[src/sbs_pkg.sv]
// Shared types and constants for the scanline Bresenham span generator.
// No dependencies; imported by sbs_step and scanline_bresenham_span.
package sbs_pkg;

  localparam int unsigned CoordBitsDef = 10;

  typedef enum logic [4:0] {
    ST_IDLE = 5'b00001,
    ST_DIFF = 5'b00010,
    ST_INIT = 5'b00100,
    ST_WALK = 5'b01000,
    ST_DONE = 5'b10000
  } state_e;

  typedef enum logic [1:0] {
    MODE_SHALLOW     = 2'd0,
    MODE_STEEP_RIGHT = 2'd1,
    MODE_STEEP_LEFT  = 2'd2
  } mode_e;

  typedef enum logic {
    CMD_START = 1'b0,
    CMD_NEXT  = 1'b1
  } cmd_e;

  typedef struct packed {
    logic always_move;  // shallow: x moves every step
    logic left;         // x steps toward lower values
  } step_ctl_t;

endpackage

[src/scanline_bresenham_span.sv]
// Top level of the scanline Bresenham span generator: request handshake,
// line setup sequencer and span walk. Depends on sbs_pkg and sbs_step.
//
// A request with tuser 0 starts a line from two endpoints and answers with a
// not-valid result after the DIFF and INIT setup states. A request with
// tuser 1 returns the leftmost and rightmost x of the line on the next
// scanline: a steep line returns its current x as both ends, a shallow line
// walks the run, the pixels on that scanline, through the error-term adder,
// which steps one x per cycle. A request on an ended line answers not valid.
// The block takes one request at a time; its result register lets the next
// request in while a result waits.
module scanline_bresenham_span import sbs_pkg::*; #(
  parameter int unsigned COORD_BITS = CoordBitsDef,
  localparam int unsigned InW  = ((4 * COORD_BITS + 7) / 8) * 8,
  localparam int unsigned OutW = ((2 * COORD_BITS + 7) / 8) * 8
) (
  input  logic            clk_i,
  input  logic            rst_ni,
  input  logic            s_axis_tvalid,
  output logic            s_axis_tready,
  input  logic [InW-1:0]  s_axis_tdata,  // start_x, start_y, end_x, end_y
  input  logic            s_axis_tuser,  // command
  output logic            m_axis_tvalid,
  input  logic            m_axis_tready,
  output logic [OutW-1:0] m_axis_tdata,  // left_x, right_x
  output logic            m_axis_tuser   // span_valid
);

  localparam int unsigned C  = COORD_BITS;
  localparam int unsigned EW = C + 3;
  localparam int unsigned XW = C + 2;

  state_e state_q, state_d;

  logic [C-1:0] in_sx, in_sy, in_ex, in_ey;
  logic         accept;

  logic [C-1:0] x0_q, x1_q, y0_q, y1_q;
  logic signed [C:0] dx_q;
  logic [C-1:0] ady_q;

  mode_e                mode_q;
  logic signed [EW-1:0] err_q;
  logic signed [EW-1:0] diag_q;
  logic [C:0]           str_q;
  logic [C-1:0]         cur_q;
  logic [C-1:0]         lim_q;
  logic                 active_q;

  logic signed [XW-1:0] h_q;
  logic [C-1:0]         edge_x_q;
  logic                 left_q;

  logic         res_valid_q;
  logic [C-1:0] res_l_q, res_r_q;

  logic         mo_valid_q, mo_user_q;
  logic [C-1:0] mo_l_q, mo_r_q;

  step_ctl_t            step_ctl;
  logic signed [EW-1:0] step_err;
  logic signed [XW-1:0] step_h;
  logic                 step_pos;

  logic [C-1:0] adx, major, minor;
  logic         shallow_gt;
  logic signed [XW-1:0] lim_s, h_m1, h_p1;
  logic         past_end, walk_fin;
  logic         out_load;

  assign in_sx = s_axis_tdata[C-1:0];
  assign in_sy = s_axis_tdata[2*C-1:C];
  assign in_ex = s_axis_tdata[3*C-1:2*C];
  assign in_ey = s_axis_tdata[4*C-1:3*C];

  assign s_axis_tready = (state_q == ST_IDLE);
  assign accept        = s_axis_tvalid & s_axis_tready;

  assign adx        = dx_q[C] ? C'(-dx_q) : dx_q[C-1:0];
  assign shallow_gt = (adx > ady_q);
  assign major      = shallow_gt ? adx : ady_q;
  assign minor      = shallow_gt ? ady_q : adx;

  assign step_ctl.always_move = (mode_q == MODE_SHALLOW);
  assign step_ctl.left        = left_q;

  sbs_step #(
    .COORD_BITS(COORD_BITS)
  ) u_step (
    .err_i (err_q),
    .diag_i(diag_q),
    .str_i (str_q),
    .h_i   (h_q),
    .ctl_i (step_ctl),
    .err_o (step_err),
    .h_o   (step_h),
    .pos_o (step_pos)
  );

  assign lim_s    = $signed({2'b00, lim_q});
  assign past_end = left_q ? (step_h < lim_s) : (step_h > lim_s);
  assign walk_fin = step_pos | past_end;
  assign h_m1     = step_h - $signed(XW'(1));
  assign h_p1     = step_h + $signed(XW'(1));

  assign out_load = (state_q == ST_DONE) & (~mo_valid_q | m_axis_tready);

  always_comb begin
    state_d = state_q;
    case (state_q)
      ST_IDLE: begin
        if (accept) begin
          if (s_axis_tuser == CMD_START) begin
            state_d = ST_DIFF;
          end else if (!active_q) begin
            state_d = ST_DONE;
          end else begin
            state_d = ST_WALK;
          end
        end
      end
      ST_DIFF: state_d = ST_INIT;
      ST_INIT: state_d = ST_DONE;
      ST_WALK: begin
        if (mode_q != MODE_SHALLOW || walk_fin) begin
          state_d = ST_DONE;
        end
      end
      ST_DONE: begin
        if (out_load) begin
          state_d = ST_IDLE;
        end
      end
      default: state_d = ST_IDLE;
    endcase
  end

  always_ff @(posedge clk_i or negedge rst_ni) begin
    if (!rst_ni) begin
      state_q     <= ST_IDLE;
      mode_q      <= MODE_SHALLOW;
      err_q       <= '0;
      diag_q      <= '0;
      str_q       <= '0;
      cur_q       <= '0;
      lim_q       <= '0;
      active_q    <= 1'b0;
      res_valid_q <= 1'b0;
      mo_valid_q  <= 1'b0;
    end else begin
      state_q <= state_d;
      case (state_q)
        ST_IDLE: begin
          if (accept && s_axis_tuser == CMD_NEXT) begin
            res_valid_q <= active_q;
          end
        end
        ST_INIT: begin
          err_q       <= $signed(EW'({minor, 1'b0})) - $signed(EW'(major));
          diag_q      <= ($signed(EW'(minor)) - $signed(EW'(major))) <<< 1;
          str_q       <= {minor, 1'b0};
          cur_q       <= x0_q;
          lim_q       <= shallow_gt ? x1_q : ady_q;
          active_q    <= 1'b1;
          res_valid_q <= 1'b0;
          if (shallow_gt) begin
            mode_q <= MODE_SHALLOW;
          end else if (dx_q[C]) begin
            mode_q <= MODE_STEEP_LEFT;
          end else begin
            mode_q <= MODE_STEEP_RIGHT;
          end
        end
        ST_WALK: begin
          err_q <= step_err;
          if (mode_q != MODE_SHALLOW) begin
            cur_q <= step_h[C-1:0];
            lim_q <= lim_q - C'(1);
            if (lim_q == '0) begin
              active_q <= 1'b0;
            end
          end else if (walk_fin) begin
            cur_q <= step_h[C-1:0];
            if (past_end) begin
              active_q <= 1'b0;
            end
          end
        end
        default: ;
      endcase
      if (out_load) begin
        mo_valid_q <= 1'b1;
      end else if (m_axis_tready) begin
        mo_valid_q <= 1'b0;
      end
    end
  end

  always_ff @(posedge clk_i) begin
    case (state_q)
      ST_IDLE: begin
        if (accept) begin
          res_l_q <= '0;
          res_r_q <= '0;
          if (in_sy > in_ey) begin
            x0_q <= in_ex;
            y0_q <= in_ey;
            x1_q <= in_sx;
            y1_q <= in_sy;
          end else begin
            x0_q <= in_sx;
            y0_q <= in_sy;
            x1_q <= in_ex;
            y1_q <= in_ey;
          end
          h_q      <= $signed({2'b00, cur_q});
          edge_x_q <= cur_q;
          if (mode_q == MODE_SHALLOW) begin
            left_q <= ~(cur_q < lim_q);
          end else begin
            left_q <= (mode_q == MODE_STEEP_LEFT);
          end
        end
      end
      ST_DIFF: begin
        dx_q  <= $signed({1'b0, x1_q}) - $signed({1'b0, x0_q});
        ady_q <= y1_q - y0_q;
      end
      ST_WALK: begin
        h_q <= step_h;
        if (mode_q != MODE_SHALLOW) begin
          res_l_q <= edge_x_q;
          res_r_q <= edge_x_q;
        end else if (left_q) begin
          res_l_q <= h_p1[C-1:0];
          res_r_q <= edge_x_q;
        end else begin
          res_l_q <= edge_x_q;
          res_r_q <= h_m1[C-1:0];
        end
      end
      default: ;
    endcase
    if (out_load) begin
      mo_user_q <= res_valid_q;
      mo_l_q    <= res_l_q;
      mo_r_q    <= res_r_q;
    end
  end

  assign m_axis_tvalid = mo_valid_q;
  assign m_axis_tuser  = mo_user_q;
  assign m_axis_tdata  = OutW'({mo_r_q, mo_l_q});

`ifndef SYNTHESIS
  a_span_order: assert property (@(posedge clk_i) disable iff (!rst_ni)
    (m_axis_tvalid && m_axis_tuser) |-> (mo_l_q <= mo_r_q))
    else $error("span left end beyond right end");

  a_invalid_zero: assert property (@(posedge clk_i) disable iff (!rst_ni)
    (m_axis_tvalid && !m_axis_tuser) |-> (mo_l_q == '0 && mo_r_q == '0))
    else $error("not-valid result carries nonzero x");

  a_walk_active: assert property (@(posedge clk_i) disable iff (!rst_ni)
    (state_q == ST_WALK) |-> active_q)
    else $error("walk on an ended line");

  a_steep_one_step: assert property (@(posedge clk_i) disable iff (!rst_ni)
    (state_q == ST_WALK && mode_q != MODE_SHALLOW) |=> (state_q == ST_DONE))
    else $error("steep line took more than one step");
`endif

endmodule

[src/sbs_step.sv]
// One Bresenham step: error-term update and x step, shared by all walk cycles.
// Depends on sbs_pkg.
module sbs_step import sbs_pkg::*; #(
  parameter int unsigned COORD_BITS = CoordBitsDef
) (
  input  logic signed [COORD_BITS+2:0] err_i,
  input  logic signed [COORD_BITS+2:0] diag_i,
  input  logic        [COORD_BITS:0]   str_i,
  input  logic signed [COORD_BITS+1:0] h_i,
  input  step_ctl_t                    ctl_i,
  output logic signed [COORD_BITS+2:0] err_o,
  output logic signed [COORD_BITS+1:0] h_o,
  output logic                         pos_o
);

  localparam int unsigned EW = COORD_BITS + 3;
  localparam int unsigned XW = COORD_BITS + 2;

  logic signed [EW-1:0] addend;
  logic                 move;

  assign pos_o  = (err_i > $signed(EW'(0)));
  assign addend = pos_o ? diag_i : $signed({2'b00, str_i});
  assign err_o  = err_i + addend;
  assign move   = ctl_i.always_move | pos_o;

  always_comb begin
    if (!move) begin
      h_o = h_i;
    end else if (ctl_i.left) begin
      h_o = h_i - $signed(XW'(1));
    end else begin
      h_o = h_i + $signed(XW'(1));
    end
  end

endmodule

[config.mk]
export PLATFORM = sky130hd
export DESIGN_NAME = scanline_bresenham_span
export DESIGN_NICKNAME = d
export VERILOG_FILES = /design/src/sbs_pkg.sv /design/src/scanline_bresenham_span.sv /design/src/sbs_step.sv
export SDC_FILE = /design/constraint.sdc
export NUM_CORES = 1
export LEC_CHECK = 0
export ABC_AREA = 1
export BUFFER_PORTS_ARGS = -buffer_cell sky130_fd_sc_hd__clkbuf_2
export CORE_UTILIZATION = 50
export DETAILED_ROUTE_END_ITERATION = 16
export PLACE_DENSITY = 0.7
export RECOVER_POWER = 100
export SYNTH_ARGS = -nofsm -noshare
export SYNTH_HDL_FRONTEND = slang
export SYNTH_SLANG_ARGS = --single-unit
export TNS_END_PERCENT = 5
[constraint.sdc]
create_clock -name clk_i -period 3.95 [get_ports clk_i]
set_input_delay 0.1975 -clock clk_i [delete_from_list [all_inputs] [get_ports clk_i]]
set_output_delay 0.1975 -clock clk_i [all_outputs]
set_load 0.05 [all_outputs]
==> reports/results.ini, run 1 <==
[die]
core.rowCount = 56
die_h_um = 157.9
io_pins = 72
initial_utilization_pct = 51.29
die_w_um = 157.9
core_um2 = 23680
die_area_um2 = 24920

[sta]
max_slew.worst_pin.slew_ns = 2.185
slew_viol_final = 94
slew_headroom_pct = -45.65
rsz0062_at_grt = yes
fin_skew_ns = 0.01632
fin_crit_sh_pct = 104.9
setup_slack_ns = -0.1917
fmax_mhz = 241.4
hold_violations = 0
tns_ns = -0.6609
setup_viol = 6
finalCriticalPeriod_ns = 4.142

[yosys]
synth_top_area_share_pct = 30.90
ys_seq_area_share_pct = 44.10
synth.area.top_cells = edfxtp_1, dfrtp_1, ha_1
synthArstFlopShare_pct = 33.86
netlist_area_um2 = 12150
ys_seq_elements = 189
synth_cell_type_count = 51
avgSynthCellArea_um2 = 8.476
synth_top_area_cell = edfxtp_1
synthCells = 1433
yosys_warnings = 0
yosys_most_used_dff = edfxtp_1
synth-edff-count = 125

[finish]
design_area_um2 = 14230
diodes = 0
layout_commonest_cell = nand2_1
syn2layout_area_growth_pct = 17.19
multiInputGateArea_um2 = 6037
finalNonFillerCells = 1918
final_cell_mix = nand2_1, inv_1, edfxtp_1
regArea_um2 = 5356
drive_gt1_share_pct = 15.95
fin_nets = 1730
n_fill_cell = 2154

[clock_network]
root_buffer = clkbuf_16
clk_path_buf_depth = 2
htreeDepth = 4
cts_tree = done
clock_sinks = 189
numCtsBuffers = 17
clk_latency_ns = 0.44
path_clk_slew_ns = 0.09

[setup_path]
crit_required_ns = 4.25
cp.buffers_inverters = 3
crit_path_top_delay_cell = edfxtp_1
startpoint_type = register
cp_common_cell = a21oi_2
cp_top_family = compound AO/OA/AOI/OAI gates
crit_arrival_ns = 4.44
crit_type = reg2reg
cpPeakStageDelay_ns = 0.42
cp_max_fo = 5
cp-end-kind = register

[power_and_ir_drop]
power_leakage_nw = 6.628
ir_worst_vdd_v = 0.0004382
power_density_nw_per_um2 = 937.2

[placement]
hpwl_um = 21070
placed_cell_area_um2 = 13380
dp_cells = 1871
portBuffers = 67
gp_congestion = 0.9061
preCtsSetupSlack_ns = -0.4114

[grt]
overflow = 0
antenna_found_initial = 0
grt_max_degree = 81
grt_pass1_wl_um = 46010
first_global_vias = 9567
grt.total_usage_pct = 23.68

[detailed_routing]
num_vias = 10130
postRouteAntennaNets = 0
drc = 0
drtPass1Iterations = 6
post_drt_wl_per_cell_um = 14.74
drt_iter0_markers = 691
drt_wl_total_um = 28280
via_per_inst = 5.282

[outcome]
status = complete, but fails checks
violations = max-capacitance violations, max-slew violations, negative setup slack

[job]
maxCapViolations = 3

[hold_path]
hold_path.class = in2reg

## state kept, by name, indices dropped and copies added (netlist names), 11 cells and up
name    cells
diag_q     11
dx_q       11
err_q      13
h_q        12
## worst register-to-register path, delay by kind of cell (launching register included)
family	cells	cell delay (ns)
AO/OA/AOI/OAI	11	1.43
XOR/XNOR	1	0.14
adder cells (fa/ha/maj)	2	0.62
buffers and inverters	3	0.36
flip-flops	1	0.42
AND/OR/NAND/NOR	9	1.03
## per-stage QoR
| stage | util (%) | total power [mW] | hold WS, ns |
|---|---|---|---|
| 2_1_floorplan | - | 8.684 | -0.09809 |
| 3_3_place_gp | 56.50 | 10.88 | 0.3802 |
| 3_5_place_dp | 56.50 | 11.07 | 0.3722 |
| 4_1_cts | 59.95 | 13.18 | 0.02501 |
| 5_1_grt | 60.11 | 14.46 | 0.07625 |
| 6_report | 60.11 | 13.34 | 0.04042 |
## cells by family (layout without fill, tap and decap cells)
group,Yosys count,in the layout,synth area share (%)
compound gates,323,323,15.25
xor+xnor,52,52,3.811
fa+ha+maj,99,99,10.51
buf+inv,239,401,8.045
flops,189,189,44.10
other cells,1,4,0.03087
simple gates,530,531,18.26
## final timing paths
path                                          start                         to  slack (ns)  cells after the start
hold reg to reg            res_l_q[9]$_SDFFCE_PN0P_        mo_l_q[9]$_DFFE_PP_        0.41                      0
setup / recovery                  dx_q[2]$_DFFE_PP_      err_q[10]$_DFFE_PN0N_       -0.19                     26
max in group asynchronous                    rst_ni       str_q[9]$_DFFE_PN0P_        1.31                      3
setup reg to reg                  dx_q[2]$_DFFE_PP_      err_q[10]$_DFFE_PN0N_       -0.19                     26
min in group asynchronous                    rst_ni      diag_q[4]$_DFFE_PN0P_        0.94                      2
hold / removal                        m_axis_tready  m_axis_tvalid$_DFFE_PN0P_        0.04                      4
## timing repair
action,CTS,global route
setup buffers,7,5
hold endpoints to repair,36,0
resized for setup,32,22
hold buffers,2,0
setup endpoints to repair,8,27
gates cloned,1,0
pin swaps,17,19
## layer usage
layer	vias up	GRT usage, %	share of wire, %
met4	0	8.183	2.3
met5	-	0	0
met3	49	2.847	5.3
met1	4606	32.55	46
met2	349	38.60	46
li1	5126	-	-
## where the power goes
| group | internal (mW) | leakage, nW | total (mW) | switching, mW |
|---|---|---|---|---|
| registers | 2.95 | 1.98 | 3.35 | 0.394 |
| clock network | 0.868 | 0.298 | 1.77 | 0.897 |
| logic | 3.23 | 4.35 | 8.23 | 5.00 |
| total | 7.05 | 6.63 | 13.3 | 6.29 |
## Yosys cell counts (2+ instances only)
cell type and number:
clkinv_1 2, or2_2 2, xnor2_1 16, nand3_2 3, nand3_1 67, a211oi_1 7, o21ai_1 19, and2_1 2
nor2_1 117, buf_4 6, o22ai_1 4, o221ai_1 2, inv_2 2, a31oi_1 14, a21o_1 4, nand2_1 297
a21oi_1 105, buf_2 4, nand2_2 10, nor3_1 5, o21ai_2 14, o21bai_1 7, nor2_2 4, ha_1 94
nand3b_1 4, inv_1 189, nor3_2 2, o21ai_0 125, o211ai_1 6, edfxtp_1 125, xor2_1 35, clkbuf_1 28
a221oi_1 2, buf_6 7, o31ai_1 6, dfrtp_1 63, fa_1 5, nand4_1 14, o21a_4 3
## cell type report
| type | count | share of cell area (%) |
|---|---|---|
| clock buffer | 17 | 2.988 |
| clock inverter | 15 | 1.318 |
| inverter | 193 | 5.089 |
| multi-input combinational | 1009 | 42.41 |
| sequential | 189 | 37.63 |
| tap | 319 | 2.804 |
| timing repair buffer | 176 | 7.761 |
Note: power is estimated with default switching activity, not from simulation.
==> run 2, diff against run 1 <==
--- a/config.mk
+++ b/config.mk
@@ -7,6 +7,7 @@
 export LEC_CHECK = 0
 export ABC_AREA = 1
 export BUFFER_PORTS_ARGS = -buffer_cell sky130_fd_sc_hd__clkbuf_2
+export CORE_ASPECT_RATIO = 0.6
 export CORE_UTILIZATION = 50
 export DETAILED_ROUTE_END_ITERATION = 16
 export PLACE_DENSITY = 0.7
==> reports/results.ini, run 2 (same netlist as run 1, synthesis figures left out) <==
[placement]
gp_congestion = 0.9182  ; +1.3%
hpwl_um = 23840  ; +13%
portBuffers = 67  ; unchanged

[die]
die_h_um = 122.7  ; -22%
core.rowCount = 43  ; -23%
initial_utilization_pct = 51.78  ; +0.49 points
core_um2 = 23460  ; -0.95%
io_pins = 72  ; unchanged
die_area_um2 = 24940  ; about the same
die_w_um = 203.2  ; +29%

[clock_network]
clock_sinks = 189  ; unchanged
root_buffer = clkbuf_16
htreeDepth = 4  ; unchanged
clk_path_buf_depth = 2  ; unchanged
numCtsBuffers = 17  ; unchanged
path_clk_slew_ns = 0.08  ; about the same
cts_tree = done
clk_latency_ns = 0.46  ; +0.02 ns

[sta]
slew_headroom_pct = -23.90  ; +22 points
fin_crit_sh_pct = 106.1  ; +1.3 points
fmax_mhz = 238.5  ; -1.2%
setup_viol = 16  ; +10
tns_ns = -1.715  ; -1.054 ns
hold_violations = 0  ; unchanged
setup_slack_ns = -0.2428  ; -0.05119 ns
max_slew.worst_pin.slew_ns = 1.859  ; -0.3262 ns
finalCriticalPeriod_ns = 4.193  ; +0.05119 ns
slew_viol_final = 186  ; +98%
rsz0062_at_grt = yes
fin_skew_ns = 0.008103  ; -0.008219 ns

[finish]
fin_nets = 1734  ; +0.23%
final_cell_mix = nand2_1, inv_1, edfxtp_1
n_fill_cell = 2134  ; -0.93%
top_regs = err_q x13, h_q x12
layout_commonest_cell = nand2_1
multiInputGateArea_um2 = 6051  ; +0.23%
regArea_um2 = 5356  ; unchanged
regMostFlops = err_q
diodes = 0  ; unchanged
drive_gt1_share_pct = 16.34  ; +0.40 points
largest_reg_flops = 13  ; unchanged
syn2layout_area_growth_pct = 17.05

[detailed_routing]
postRouteAntennaNets = 0  ; unchanged
post_drt_wl_per_cell_um = 16.33  ; +11%
drt_iter0_markers = 857  ; +24%
via_per_inst = 5.408  ; +2.4%
drt_wl_total_um = 31320  ; +11%
drtPass1Iterations = 5  ; -1
drc = 0  ; unchanged
num_vias = 10370  ; +2.4%

[grt]
antenna_found_initial = 0  ; unchanged
overflow = 0  ; unchanged
grt_pass1_wl_um = 50500  ; +9.8%
grt_max_degree = 65  ; -20%
first_global_vias = 9797  ; +2.4%
grt.total_usage_pct = 26.46  ; +2.8 points

[power_and_ir_drop]
power.share.switching_pct = 47.50  ; +0.34 points
power_mw = 13.24  ; -0.73%
p_comb_share_pct = 61.9  ; +0.2 points
internal_power_mw = 6.953  ; -1.4%
p_clk_share_pct = 12.7  ; -0.5 points
power_leakage_nw = 6.633  ; about the same
p_switching_mw = 6.291  ; about the same
pwr-share-seq_pct = 25.4  ; +0.3 points
ir_worst_vdd_v = 0.0004864  ; +11%
power_density_nw_per_um2 = 931.5  ; -0.61%

[hold_path]
hold_path.class = in2reg

[setup_path]
cp-end-kind = register
crit_required_ns = 4.34  ; +0.09 ns
crit_path_top_delay_cell = edfxtp_1
startpoint_type = register
crit_arrival_ns = 4.58  ; +0.14 ns
cp_max_fo = 8  ; +3
crit_type = reg2reg
cpPeakStageDelay_ns = 0.46  ; +0.04 ns
cp_common_cell = nor2_1

[outcome]
violations = max-capacitance violations, max-slew violations, negative setup slack
status = complete, but fails checks

[job]
maxCapViolations = 5  ; +2

-- run 2: cell count changes in the layout (fill, tap and decap cells not counted), moves of 3 or more --
cell      before  now
clkinv_8       5    0
a21oi_1       95   98
buf_4         93   97
nand2_1      297  294
inv_6          2    5
o21ai_2       18   14
nor2_1       113  110
-- run 2: repair_timing --
action | in CTS | in global routing
endpoints found under the setup margin | 9 | 32
gates resized for setup | 27 | 26
hold buffers | 3 | 0
hold endpoints to repair | 65 | 0
buffers inserted | 13 | 3
pin swaps | 9 | 14
-- run 2: layer usage --
metal	vias to the layer above	global-route usage (%)	routed length, µm
li1	5124	-	-
met1	4860	38.43	15410
met2	349	40.12	13190
met3	39	4.992	2198
met4	0	7.848	517
met5	-	0	0
-- run 2: through the flow --
step	utilization [%]	cell area, µm²	std cells	hold WS, ns	worst slack (ns)
finish	60.61	14220	1918	0.02741	-0.2428
CTS	60.44	14180	1915	0.01737	-0.1167
global route	60.61	14220	1918	0.04353	-0.4940
global placement	57.08	13390	1867	0.3842	-0.3742
detailed placement	57.08	13390	1867	0.3977	-0.4287
floorplan	-	12160	1436	-0.09809	-0.3466
-- run 2: power groups by stage --
stage	Clock, mW	Combinational, mW	Sequential [mW]
after global placement	0	7.59	3.35
after CTS	1.70	8.01	3.34
final	1.68	8.20	3.36
after floorplan	0	5.34	3.35
after detailed placement	0	7.76	3.37
after global routing	1.78	9.14	3.43
-- run 2: path summary, 6_finish.rpt --
check	start	end	slack, ns	cells past startpoint
worst min-delay path	s_axis_tdata[27]	x1_q[7]$_DFFE_PP_	0.03	3
max in group asynchronous	rst_ni	lim_q[5]$_DFFE_PN0P_	2.16	3
worst max register to register	dx_q[1]$_DFFE_PP_	err_q[10]$_DFFE_PN0N_	-0.24	29
worst max-delay path	dx_q[1]$_DFFE_PP_	err_q[10]$_DFFE_PN0N_	-0.24	29
worst min register to register	res_r_q[8]$_SDFFCE_PN0P_	mo_r_q[8]$_DFFE_PP_	0.42	0
min in group asynchronous	rst_ni	diag_q[2]$_DFFE_PN0P_	0.77	3
-- run 2: critical path: cells and delay by family, from the launching register on --
kind | cells | cell delay, ns
AOI/OAI and AO/OA | 9 | 1.01
and+or+nand+nor | 12 | 1.33
DFF | 1 | 0.46
buffers and inverters | 4 | 0.45
xor gates and xnor gates | 1 | 0.11
adders and majority gates | 3 | 0.77
-- run 2: final cells by class --
class | count | share of cell area [%]
Tap cell | 315 | 2.772
Timing Repair Buffer | 181 | 8.000
Clock buffer | 19 | 3.045
Clock inverter | 13 | 0.8536
Multi-Input combinational cell | 1008 | 42.56
Sequential cell | 189 | 37.67
Inverter | 193 | 5.095
